[config.mk]
export PLATFORM = sky130hd
export DESIGN_NAME = round_robin_quantum_scheduler_unit
export DESIGN_NICKNAME = d
export VERILOG_FILES = /design/src/rtl/rrqs_pkg.sv /design/src/rtl/round_robin_quantum_scheduler_unit.sv
export SDC_FILE = /design/constraint.sdc
export NUM_CORES = 1
export LEC_CHECK = 0
export ABC_CLOCK_PERIOD_IN_PS = 5050
export BUFFER_PORTS_ARGS = -buffer_cell sky130_fd_sc_hd__buf_2
export CAP_MARGIN = 20
export CORE_ASPECT_RATIO = 1.1
export CORE_MARGIN = 2
export CORE_UTILIZATION = 50
export CTS_CLUSTER_SIZE = 16
export DETAILED_ROUTE_END_ITERATION = 12
export GPL_ROUTABILITY_DRIVEN = 0
export MAX_ROUTING_LAYER = met4
export PLACE_DENSITY = 0.78
export SYNTH_ARGS = -nofsm -noshare
export SYNTH_HDL_FRONTEND = slang
export SYNTH_SLANG_ARGS = --single-unit
export TNS_END_PERCENT = 30
[constraint.sdc]
create_clock -name clk -period 5.05 [get_ports clk]
set_input_delay 0.7575 -clock clk [delete_from_list [all_inputs] [get_ports clk]]
set_output_delay 0.7575 -clock clk [all_outputs]
set_load 0.02 [all_outputs]
[src/rtl/rrqs_pkg.sv]
// ----------------------------------------------------------------------------
// rrqs_pkg
// Shared types and codes for the round-robin quantum scheduler.
// ----------------------------------------------------------------------------
package rrqs_pkg;

	localparam int ID_W    = 8;
	localparam int TIME_W  = 16;
	localparam int STAT_W  = 3;
	localparam int S_DATA_W = 24;   // proc_id, burst_time
	localparam int M_DATA_W = 40;   // served_id, units_run, time_left

	// request kinds carried in s_tuser
	localparam logic REQ_ENQUEUE = 1'b0;
	localparam logic REQ_STEP    = 1'b1;

	// result status codes carried in m_tuser
	localparam logic [STAT_W-1:0] STAT_ENQUEUED = 3'd0;
	localparam logic [STAT_W-1:0] STAT_FULL     = 3'd1;
	localparam logic [STAT_W-1:0] STAT_SLICE    = 3'd2;
	localparam logic [STAT_W-1:0] STAT_DONE     = 3'd3;
	localparam logic [STAT_W-1:0] STAT_EMPTY    = 3'd4;

	typedef struct packed {
		logic [TIME_W-1:0] remaining;
		logic [ID_W-1:0]   id;
	} entry_t;

	typedef enum logic [1:0] {
		S_IDLE = 2'b01,
		S_READ = 2'b10
	} state_t;

endpackage

[src/rtl/round_robin_quantum_scheduler_unit.sv]
// ----------------------------------------------------------------------------
// round_robin_quantum_scheduler_unit
// Round-robin time-slice scheduler over a ring of {id, remaining} entries.
// ----------------------------------------------------------------------------
// Requests arrive on the s_ stream: s_tuser selects enqueue or step, s_tdata
// carries the process id and burst time of an enqueue. Each request yields
// exactly one result transaction on the m_ stream, with the status code in
// m_tuser and served id, units run and time left in m_tdata.
// The quantum is written through cfg_valid/cfg_data, always ready, and takes
// effect at once; write it only while no request is in flight.
// The ring lives in a single-port-write, one-read synchronous memory of
// QUEUE_DEPTH entries. An enqueue, a rejected enqueue or a step on an empty
// ring finishes in the accept cycle: its result is valid on the next cycle.
// A step on a non-empty ring reads the head entry into the read register,
// then compares, subtracts and writes the entry back at the tail unless it
// completes; one request is in flight, and none is accepted during a step.
// A new request is accepted while the result register is empty or drains in
// that cycle. When m_tready is low the result holds and a step waits with its
// read data held in the read register.
// Reset clears head, count, quantum (to 3) and the result valid; the memory
// contents are left as they are and only written entries are ever read.
// ----------------------------------------------------------------------------
module round_robin_quantum_scheduler_unit #(
	parameter int QUEUE_DEPTH = 16
) (
	input  logic                         clk,
	input  logic                         arst_n,
	input  logic                         s_tvalid,
	output logic                         s_tready,
	input  logic [rrqs_pkg::S_DATA_W-1:0] s_tdata,   // [7:0] proc_id, [23:8] burst_time
	input  logic [0:0]                   s_tuser,   // [0] req_type
	output logic                         m_tvalid,
	input  logic                         m_tready,
	output logic [rrqs_pkg::M_DATA_W-1:0] m_tdata,   // [7:0] served_id, [23:8] units_run,
	                                                 // [39:24] time_left
	output logic [rrqs_pkg::STAT_W-1:0]  m_tuser,   // [2:0] status
	input  logic                         cfg_valid,
	output logic                         cfg_ready,
	input  logic [rrqs_pkg::TIME_W-1:0]  cfg_data
);
	import rrqs_pkg::*;

	localparam int AW = $clog2(QUEUE_DEPTH);
	localparam int CW = $clog2(QUEUE_DEPTH + 1);

	state_t            state_q;
	logic [AW-1:0]     head_q;
	logic [CW-1:0]     count_q;
	logic [TIME_W-1:0] quantum_q;

	entry_t            mem [QUEUE_DEPTH];
	entry_t            rdata_q;
	logic              mem_re;
	logic              mem_we;
	entry_t            mem_wdata;

	logic              out_valid_q;
	logic [STAT_W-1:0] out_stat_q;
	logic [ID_W-1:0]   out_id_q;
	logic [TIME_W-1:0] out_units_q;
	logic [TIME_W-1:0] out_left_q;

	logic              out_free;
	logic              s_acc;
	logic              is_step;
	logic              ring_full;
	logic              ring_empty;
	logic [AW:0]       tail_sum;
	logic [AW-1:0]     tail_idx;
	logic [AW-1:0]     head_next;
	logic              finish;
	logic              completes;
	logic [TIME_W-1:0] rem_next;
	logic [ID_W-1:0]   in_id;
	logic [TIME_W-1:0] in_burst;

	assign in_id    = s_tdata[ID_W-1:0];
	assign in_burst = s_tdata[ID_W +: TIME_W];
	assign is_step  = (s_tuser[0] == REQ_STEP);

	assign out_free   = !out_valid_q || m_tready;
	assign s_tready   = (state_q == S_IDLE) && out_free;
	assign s_acc      = s_tvalid && s_tready;
	assign cfg_ready  = 1'b1;

	assign ring_full  = (count_q == CW'(QUEUE_DEPTH));
	assign ring_empty = (count_q == '0);

	// tail = (head + count) mod depth; the sum stays below twice the depth
	always_comb begin
		tail_sum = {1'b0, head_q} + (AW+1)'(count_q);
		if (tail_sum >= (AW+1)'(QUEUE_DEPTH)) begin
			tail_sum = tail_sum - (AW+1)'(QUEUE_DEPTH);
		end
		tail_idx = tail_sum[AW-1:0];
	end

	assign head_next = (head_q == AW'(QUEUE_DEPTH - 1)) ? '0 : head_q + AW'(1);

	assign finish    = (state_q == S_READ) && out_free;
	assign completes = (rdata_q.remaining <= quantum_q);
	assign rem_next  = rdata_q.remaining - quantum_q;

	assign mem_re = s_acc && is_step && !ring_empty;

	always_comb begin
		mem_we    = 1'b0;
		mem_wdata = rdata_q;
		if (s_acc && !is_step && !ring_full) begin
			mem_we              = 1'b1;
			mem_wdata.id        = in_id;
			mem_wdata.remaining = in_burst;
		end else if (finish && !completes) begin
			mem_we              = 1'b1;
			mem_wdata.id        = rdata_q.id;
			mem_wdata.remaining = rem_next;
		end
	end

	always_ff @(posedge clk) begin
		if (mem_we) begin
			mem[tail_idx] <= mem_wdata;
		end
		if (mem_re) begin
			rdata_q <= mem[head_q];
		end
	end

	always_ff @(posedge clk or negedge arst_n) begin
		if (!arst_n) begin
			state_q   <= S_IDLE;
			head_q    <= '0;
			count_q   <= '0;
			quantum_q <= TIME_W'(3);
		end else begin
			if (cfg_valid && cfg_ready) begin
				quantum_q <= cfg_data;
			end
			unique case (state_q)
				S_IDLE: begin
					if (s_acc && !is_step && !ring_full) begin
						count_q <= count_q + CW'(1);
					end
					if (mem_re) begin
						state_q <= S_READ;
					end
				end
				S_READ: begin
					if (finish) begin
						head_q  <= head_next;
						state_q <= S_IDLE;
						if (completes) begin
							count_q <= count_q - CW'(1);
						end
					end
				end
				default: state_q <= S_IDLE;
			endcase
		end
	end

	always_ff @(posedge clk or negedge arst_n) begin
		if (!arst_n) begin
			out_valid_q <= 1'b0;
		end else if ((s_acc && !mem_re) || finish) begin
			out_valid_q <= 1'b1;
		end else if (m_tready) begin
			out_valid_q <= 1'b0;
		end
	end

	// result payload: load on a direct finish or at the end of a step
	always_ff @(posedge clk) begin
		if (s_acc && !is_step) begin
			out_stat_q  <= ring_full ? STAT_FULL : STAT_ENQUEUED;
			out_id_q    <= in_id;
			out_units_q <= '0;
			out_left_q  <= in_burst;
		end else if (s_acc && ring_empty) begin
			out_stat_q  <= STAT_EMPTY;
			out_id_q    <= '0;
			out_units_q <= '0;
			out_left_q  <= '0;
		end else if (finish) begin
			out_id_q <= rdata_q.id;
			if (completes) begin
				out_stat_q  <= STAT_DONE;
				out_units_q <= rdata_q.remaining;
				out_left_q  <= '0;
			end else begin
				out_stat_q  <= STAT_SLICE;
				out_units_q <= quantum_q;
				out_left_q  <= rem_next;
			end
		end
	end

	assign m_tvalid = out_valid_q;
	assign m_tuser  = out_stat_q;
	assign m_tdata  = {out_left_q, out_units_q, out_id_q};

	a_count_bound: assert property (@(posedge clk) disable iff (!arst_n)
		count_q <= CW'(QUEUE_DEPTH))
		else $error("entry count exceeds ring depth");

	a_read_nonempty: assert property (@(posedge clk) disable iff (!arst_n)
		(state_q == S_READ) |-> !ring_empty)
		else $error("step read pending on an empty ring");

	a_enq_count: assert property (@(posedge clk) disable iff (!arst_n)
		(s_acc && !is_step && !ring_full) |=> (count_q == $past(count_q) + CW'(1)))
		else $error("accepted enqueue did not grow the ring");

	a_done_count: assert property (@(posedge clk) disable iff (!arst_n)
		(finish && completes) |=> (count_q == $past(count_q) - CW'(1)))
		else $error("completed process did not leave the ring");

	a_step_result: assert property (@(posedge clk) disable iff (!arst_n)
		finish |=> (m_tvalid && (m_tuser == STAT_DONE || m_tuser == STAT_SLICE)))
		else $error("finished step gave no slice or done result");

endmodule
==> reports/results.ini, run 1 <==
[status]
outcome = finished, final reports clean

[setup_path]
worst_ep_arrival_time_ps = 3990
criticalPathCategory = reg -> reg
start_kind = flip-flop
reg2reg_depth = 7
cp-end-kind = flip-flop
timing.rr.end = mem[3][9]
worstSetupEndpoint = mem[3][9]
reg2reg_from = rdata_q[15]
r2r_setup_slack_ps = 1260
path_max_fanout = 19
critPathLaunch = rdata_q[15]
cp.required_ps = 5250

[detailed_routing]
remaining_drc_errors = 0
first_pass_iters = 5
drt-initial-drc-count = 1418
ant_nets = 0
viasPerCell = 6.23
wl_per_cell_um = 25.0
num_vias = 11900
totalWireLength_mm = 47.8

[placement]
dp.final_hpwl_mm = 27.3
place_inst = 1823
dp_slack_ps = 1190
numPortBuffers = 90
place_area_um2 = 21200

[finish]
area_delta_synth_final_pct = 13.3
final_core_util_pct = 57.6
final_common_cell = edfxtp_1
final_cell_mix = edfxtp_1 (435), nand2_1 (126), mux2i_1 (92)
stdcell_area_um2 = 22700
final_layout_size_suffix_gt1_share_pct = 21.5
fin_nets = 1440
num-fill-cells = 2908
fin_cells = 1914

[floorplan]
fp-row-count = 76
initial_core_util_pct = 50.9
die_x_um = 195
io_pins = 92
die_h_um = 214
design.core.area_um2 = 39400
dieArea_um2 = 41700

[sta]
fin_crit_ps = 3790
slew_headroom_pct = 26.0
finClkSkew_ps = 22.2
max_freq_mhz = 264
worst_slack_ps = 1260
tns_ps = 0
fin_crit_sh_pct = 75.1
tightest_slew_ps = 1110
hold_violations = 0
slew_violations = 0
hold_ws_ps = 262
rsz0062_at_grt = false
setup_viol_count_final = 0

[synth]
syn_nets = 1335
netlist_instances = 1263
ys_seq_area_share_pct = 70.4
yosysWarningCount = 0
synth.distinct_cells = 62
avgSynthCellArea_um2 = 15.9
synth_flop_cell = edfxtp_1
syn_area_um2 = 20000
synth-edff-count = 435
ys_async_sr_fraction_pct = 5.85
ys_ff_latch = 479

[clocking]
cts_buffers = 46
cts_tree = done
cts-root-buf = clkbuf_16
clockBufferDepth = 3
cts.clk_slew.worst_paths_ps = 60
post_cts_resize_count = 0
cts_setup_buffers = 0
cts_hold_buffers = 0
clock_latency_ps = 570
htreeDepth = 2
clock-sinks = 479

[pwr]
peakVddDrop_mv = 0.338
swShare_pct = 30.5
seq_power_share_pct = 44.8
p_switching_mw = 3.54
power_density_nw_per_um2 = 512
p_leak_nw = 7.92
fin_total_pwr_mw = 11.6
clock_power_share_pct = 29.6
p_int_mw = 8.08
combPwrFrac_pct = 25.6

[global_routing]
grt_pass1_vias = 12000
grt_pass1_wl_mm = 71.3
antenna_found_initial = 2
grt_util_all_layers_pct = 23.8
grt_max_degree = 120
grt_overflow = 0

[worst_hold_path]
hold_path.class = in -> async

[run]
maxCapViolCount = 0

-- worst min path at each step --
| stage | depth (start not counted) | slack [ps] | end |
|---|---|---|---|
| after floorplan | 1 | 450 | count_q[4] |
| after global placement | 2 | 440 | out_units_q[11] |
| after detailed placement | 2 | 450 | out_units_q[4] |
| after CTS | 1 | 270 | state_q[1] |
| after global routing | 1 | 290 | count_q[0] |
| final | 1 | 260 | state_q[1] |
-- registers in the layout, indices dropped and copies added (netlist names) --
name         flops
mem            384
rdata_q         24
out_left_q      16
out_units_q     16
quantum_q       16
out_id_q         8
count_q          5
head_q           4
m_tuser          3
state_q          2
m_tvalid         1
-- worst max-delay path, stage by stage, from the launching register on --
cell	delay, ps
edfxtp_1	440
ha_1	370
a21oi_1	260
nand2_1	150
o211ai_2	230
a21o_1	840
o21ai_2	220
o221ai_1	920
-- cell families after synthesis --
kind of cell,Yosys count,synth area share [%]
AO/OA/AOI/OAI,258,8.57
XOR/XNOR,20,0.875
adder cells (fa/ha/maj),26,1.74
buffers and inverters,98,2.12
flip-flops,479,70.4
multiplexers,162,11.2
other,1,0.0187
AND/OR/NAND/NOR,219,5.07
-- layout make-up --
| class | count | area [µm²] | share of cell area (%) |
|---|---|---|---|
| Multi-Input combinational cell | 686 | 5610 | 24.7 |
| Sequential cell | 479 | 14100 | 62.1 |
| Clock buffer | 52 | 1190 | 5.27 |
| Clock inverter | 33 | 307 | 1.35 |
| Timing Repair Buffer | 126 | 733 | 3.23 |
| Antenna cell | 2 | 5.00 | 0.0221 |
| Inverter | 29 | 109 | 0.480 |
| Tap cell | 507 | 634 | 2.80 |
-- power groups by stage --
stage | clock network, mW | registers, mW | logic [mW]
floorplan | 0 | 5.27 | 2.05
global placement | 0 | 5.26 | 2.83
detailed placement | 0 | 5.29 | 2.92
CTS | 3.47 | 5.21 | 2.94
global route | 3.63 | 5.24 | 3.18
finish | 3.44 | 5.21 | 2.98
-- per-layer routing --
layer | track usage, % | wire length [µm] | up-vias
li1 | - | - | 5178
met1 | 30.8 | 18600 | 5934
met2 | 38.8 | 23500 | 701
met3 | 3.88 | 4530 | 102
met4 | 8.16 | 1240 | 0
met5 | - | 0 | -
-- cells in the mapped netlist (4+ instances only) --
library cell / count / area [µm²]
nor2b_1: 7 / 43.8
o311ai_0: 6 / 52.6
a22o_1: 14 / 123
a221oi_1: 25 / 219
nand2_1: 126 / 473
ha_1: 23 / 288
mux2_2: 22 / 248
a21o_1: 11 / 82.6
buf_2: 21 / 105
nand4_1: 6 / 37.5
nand3_1: 7 / 35.0
clkbuf_1: 38 / 143
o221ai_1: 5 / 43.8
a22oi_1: 24 / 180
dfxtp_1: 16 / 320
o21ai_1: 5 / 25.0
mux2i_1: 92 / 921
buf_4: 4 / 30.0
dfrtp_1: 25 / 626
xor2_1: 8 / 70.1
a221o_1: 11 / 110
xnor2_1: 12 / 105
inv_1: 29 / 109
a21oi_1: 48 / 240
nor4b_1: 6 / 52.6
nor3_1: 12 / 60.1
nand2b_1: 10 / 62.6
mux4_2: 48 / 1080
edfxtp_1: 435 / 13100
and3_1: 8 / 50.1
nor4_1: 5 / 31.3
nor2_1: 20 / 75.1
o21ai_0: 86 / 430
Power figures use the tool's default switching activity.
==> run 2, diff against run 1 <==
--- a/config.mk
+++ b/config.mk
@@ -5,7 +5,7 @@
 export SDC_FILE = /design/constraint.sdc
 export NUM_CORES = 1
 export LEC_CHECK = 0
-export ABC_CLOCK_PERIOD_IN_PS = 5050
+export ABC_CLOCK_PERIOD_IN_PS = 3200
 export BUFFER_PORTS_ARGS = -buffer_cell sky130_fd_sc_hd__buf_2
 export CAP_MARGIN = 20
 export CORE_ASPECT_RATIO = 1.1
==> constraint.sdc (replaced) <==
create_clock -name clk -period 3.2 [get_ports clk]
set_input_delay 0.48 -clock clk [delete_from_list [all_inputs] [get_ports clk]]
set_output_delay 0.48 -clock clk [all_outputs]
set_load 0.02 [all_outputs]
==> reports/results.ini, run 2 (same netlist as run 1, synthesis figures left out) <==
[global_routing]
grt_max_degree = 150  ; +25%
grt_pass1_vias = 12200  ; +2.2%
grt_util_all_layers_pct = 23.7  ; -0.077 points
grt_pass1_wl_mm = 71.9  ; +0.82%
antenna_found_initial = 2  ; unchanged
grt_overflow = 0  ; unchanged

[setup_path]
start_kind = flip-flop
path_delay_family = compound AO/OA/AOI/OAI gates
crit_top_cell = a21oi_4
cp.required_ps = 3430  ; -1820 ps
slowest_delay_ps = 350  ; -570 ps
criticalPathCategory = reg -> reg
worst_ep_arrival_time_ps = 3260  ; -730 ps
path_max_fanout = 17  ; -2
path_cells = inv_1 -> ha_2 -> fa_2 -> nand2b_4 -> a21oi_4 -> o211ai_2 -> a21oi_2 -> a21oi_4 -> buf_12 -> nor4_4 -> buf_4
slowest_stage = edfxtp_1
crit_buf_inv = 3  ; +3
cp-end-kind = flip-flop

[floorplan]
initial_core_util_pct = 50.9  ; unchanged
fp-row-count = 76  ; unchanged
die_x_um = 195  ; unchanged
io_pins = 92  ; unchanged
design.core.area_um2 = 39400  ; unchanged
die_h_um = 214  ; unchanged
dieArea_um2 = 41700  ; unchanged

[detailed_routing]
remaining_drc_errors = 0  ; unchanged
ant_nets = 0  ; unchanged
first_pass_iters = 7  ; +2
wl_per_cell_um = 24.3  ; -2.8%
num_vias = 12100  ; +1.3%
viasPerCell = 6.22  ; about the same
totalWireLength_mm = 47.1  ; -1.5%
drt-initial-drc-count = 1360  ; -4.1%

[sta]
max_freq_mhz = 330  ; +25%
finClkSkew_ps = 15.9  ; -6.25 ps
fin_crit_ps = 3030  ; -758 ps
hold_violations = 0  ; unchanged
setup_viol_count_final = 0  ; unchanged
rsz0062_at_grt = false
slew_headroom_pct = 26.1  ; +0.058 points
worst_slack_ps = 165  ; -1090 ps
fin_crit_sh_pct = 94.8  ; +20 points
tightest_slew_ps = 1110  ; -0.868 ps
slew_violations = 0  ; unchanged

[finish]
reg_top3 = mem: 384 flops, rdata_q: 24 flops
largest_register_ffs = 384  ; unchanged
fin_nets = 1468  ; +1.9%
regMostFlops = mem
final_core_util_pct = 59.0  ; +1.3 points
final_common_cell = edfxtp_1
final_layout_size_suffix_gt1_share_pct = 22.8  ; +1.3 points
final_cell_mix = edfxtp_1 (435), nand2_1 (126), mux2i_1 (92)
area_delta_synth_final_pct = 15.9
num-fill-cells = 2806  ; -3.5%

[clocking]
htreeDepth = 2  ; unchanged
cts.clk_slew.worst_paths_ps = 70  ; about the same
clock-sinks = 479  ; unchanged
cts_tree = done
cts_setup_buffers = 0  ; unchanged
cts-root-buf = clkbuf_16
clockBufferDepth = 3  ; unchanged
cts_buffers = 45  ; -2.2%
clock_latency_ps = 560  ; about the same

[pwr]
peakVddDrop_mv = 0.746  ; +120%
fin_total_pwr_mw = 18.7  ; +61%
power_density_nw_per_um2 = 807  ; +58%
p_leak_nw = 8.19  ; +3.4%

[worst_hold_path]
hold_path.class = in -> reg

[placement]
dp_slack_ps = 212  ; -980 ps
dp.final_hpwl_mm = 29.0  ; +6.3%
numPortBuffers = 90  ; unchanged

[status]
outcome = finished, final reports clean

[run]
maxCapViolCount = 0  ; unchanged

## run 2: cell types whose count changed in the layout (fill, tap and decap cells not counted), sizes merged
cell / before / now
buf: 126 / 154
clkinvlp: 6 / 2
diode: 2 / 1
dlygate4sd3: 0 / 1
inv: 30 / 31
## run 2: where the power goes
part / internal [mW] / switching [mW]
clock network: 3.08 / 2.23
registers: 7.86 / 0.213
logic: 2.06 / 3.29
## run 2: final cells by class
| type | count | area [µm²] | area share [%] |
|---|---|---|---|
| repair buffers | 155 | 1140 | 4.89 |
| clock inverters | 30 | 283 | 1.22 |
| diodes | 1 | 2.50 | 0.0108 |
| clock buffers | 52 | 1190 | 5.15 |
| flip-flops and latches | 479 | 14100 | 60.7 |
| inverters | 29 | 109 | 0.469 |
| well taps | 507 | 634 | 2.73 |
| multi-input cells | 686 | 5760 | 24.8 |
## run 2: worst reg2reg max path, cell delays in order (launching register included)
cell and delay, ps:
edfxtp_1 350, inv_1 60, ha_2 190, fa_2 350, nand2b_4 170, a21oi_4 200, o211ai_2 130, a21oi_2 230
a21oi_4 150, buf_12 240, nor4_4 300, buf_4 340
## run 2: repair_timing
item                                   in CTS  in global routing
setup endpoints to repair                   0                 32
resized for setup                           0                  2
hold buffers                                1                  0
endpoints found under the hold margin      17                  0
## run 2: stage by stage
stage          setup TNS (ps)  cell area (µm²)  cells  hold slack (ps)
2_1_floorplan          -20170            20200   1263              184
3_3_place_gp                0            21700   1854              436
3_5_place_dp                0            21700   1854              440
4_1_cts                     0            23200   1937              123
5_1_grt                     0            23200   1939              148
6_report                    0            23200   1939              142
## run 2: per-layer routing
| layer | up-vias | GRT usage, % | part of all wire [%] |
|---|---|---|---|
| met4 | 0 | 8.45 | 3.0 |
| met2 | 696 | 39.1 | 49 |
| met1 | 6031 | 29.8 | 39 |
| li1 | 5233 | - | - |
| met5 | - | - | 0 |
| met3 | 109 | 4.50 | 9.5 |
## run 2: worst paths after layout
kind | start | cells after the start | to | slack [ps]
hold reg to reg | out_units_q[7] | 2 | out_units_q[7] | 450
setup / recovery | rdata_q[8] | 11 | mem[0][13] | 170
setup reg to reg | rdata_q[8] | 11 | mem[0][13] | 170
hold / removal | cfg_data[15] | 3 | quantum_q[15] | 140
max in group asynchronous | arst_n | 2 | head_q[0] | 2120
min in group asynchronous | arst_n | 2 | m_tvalid | 530
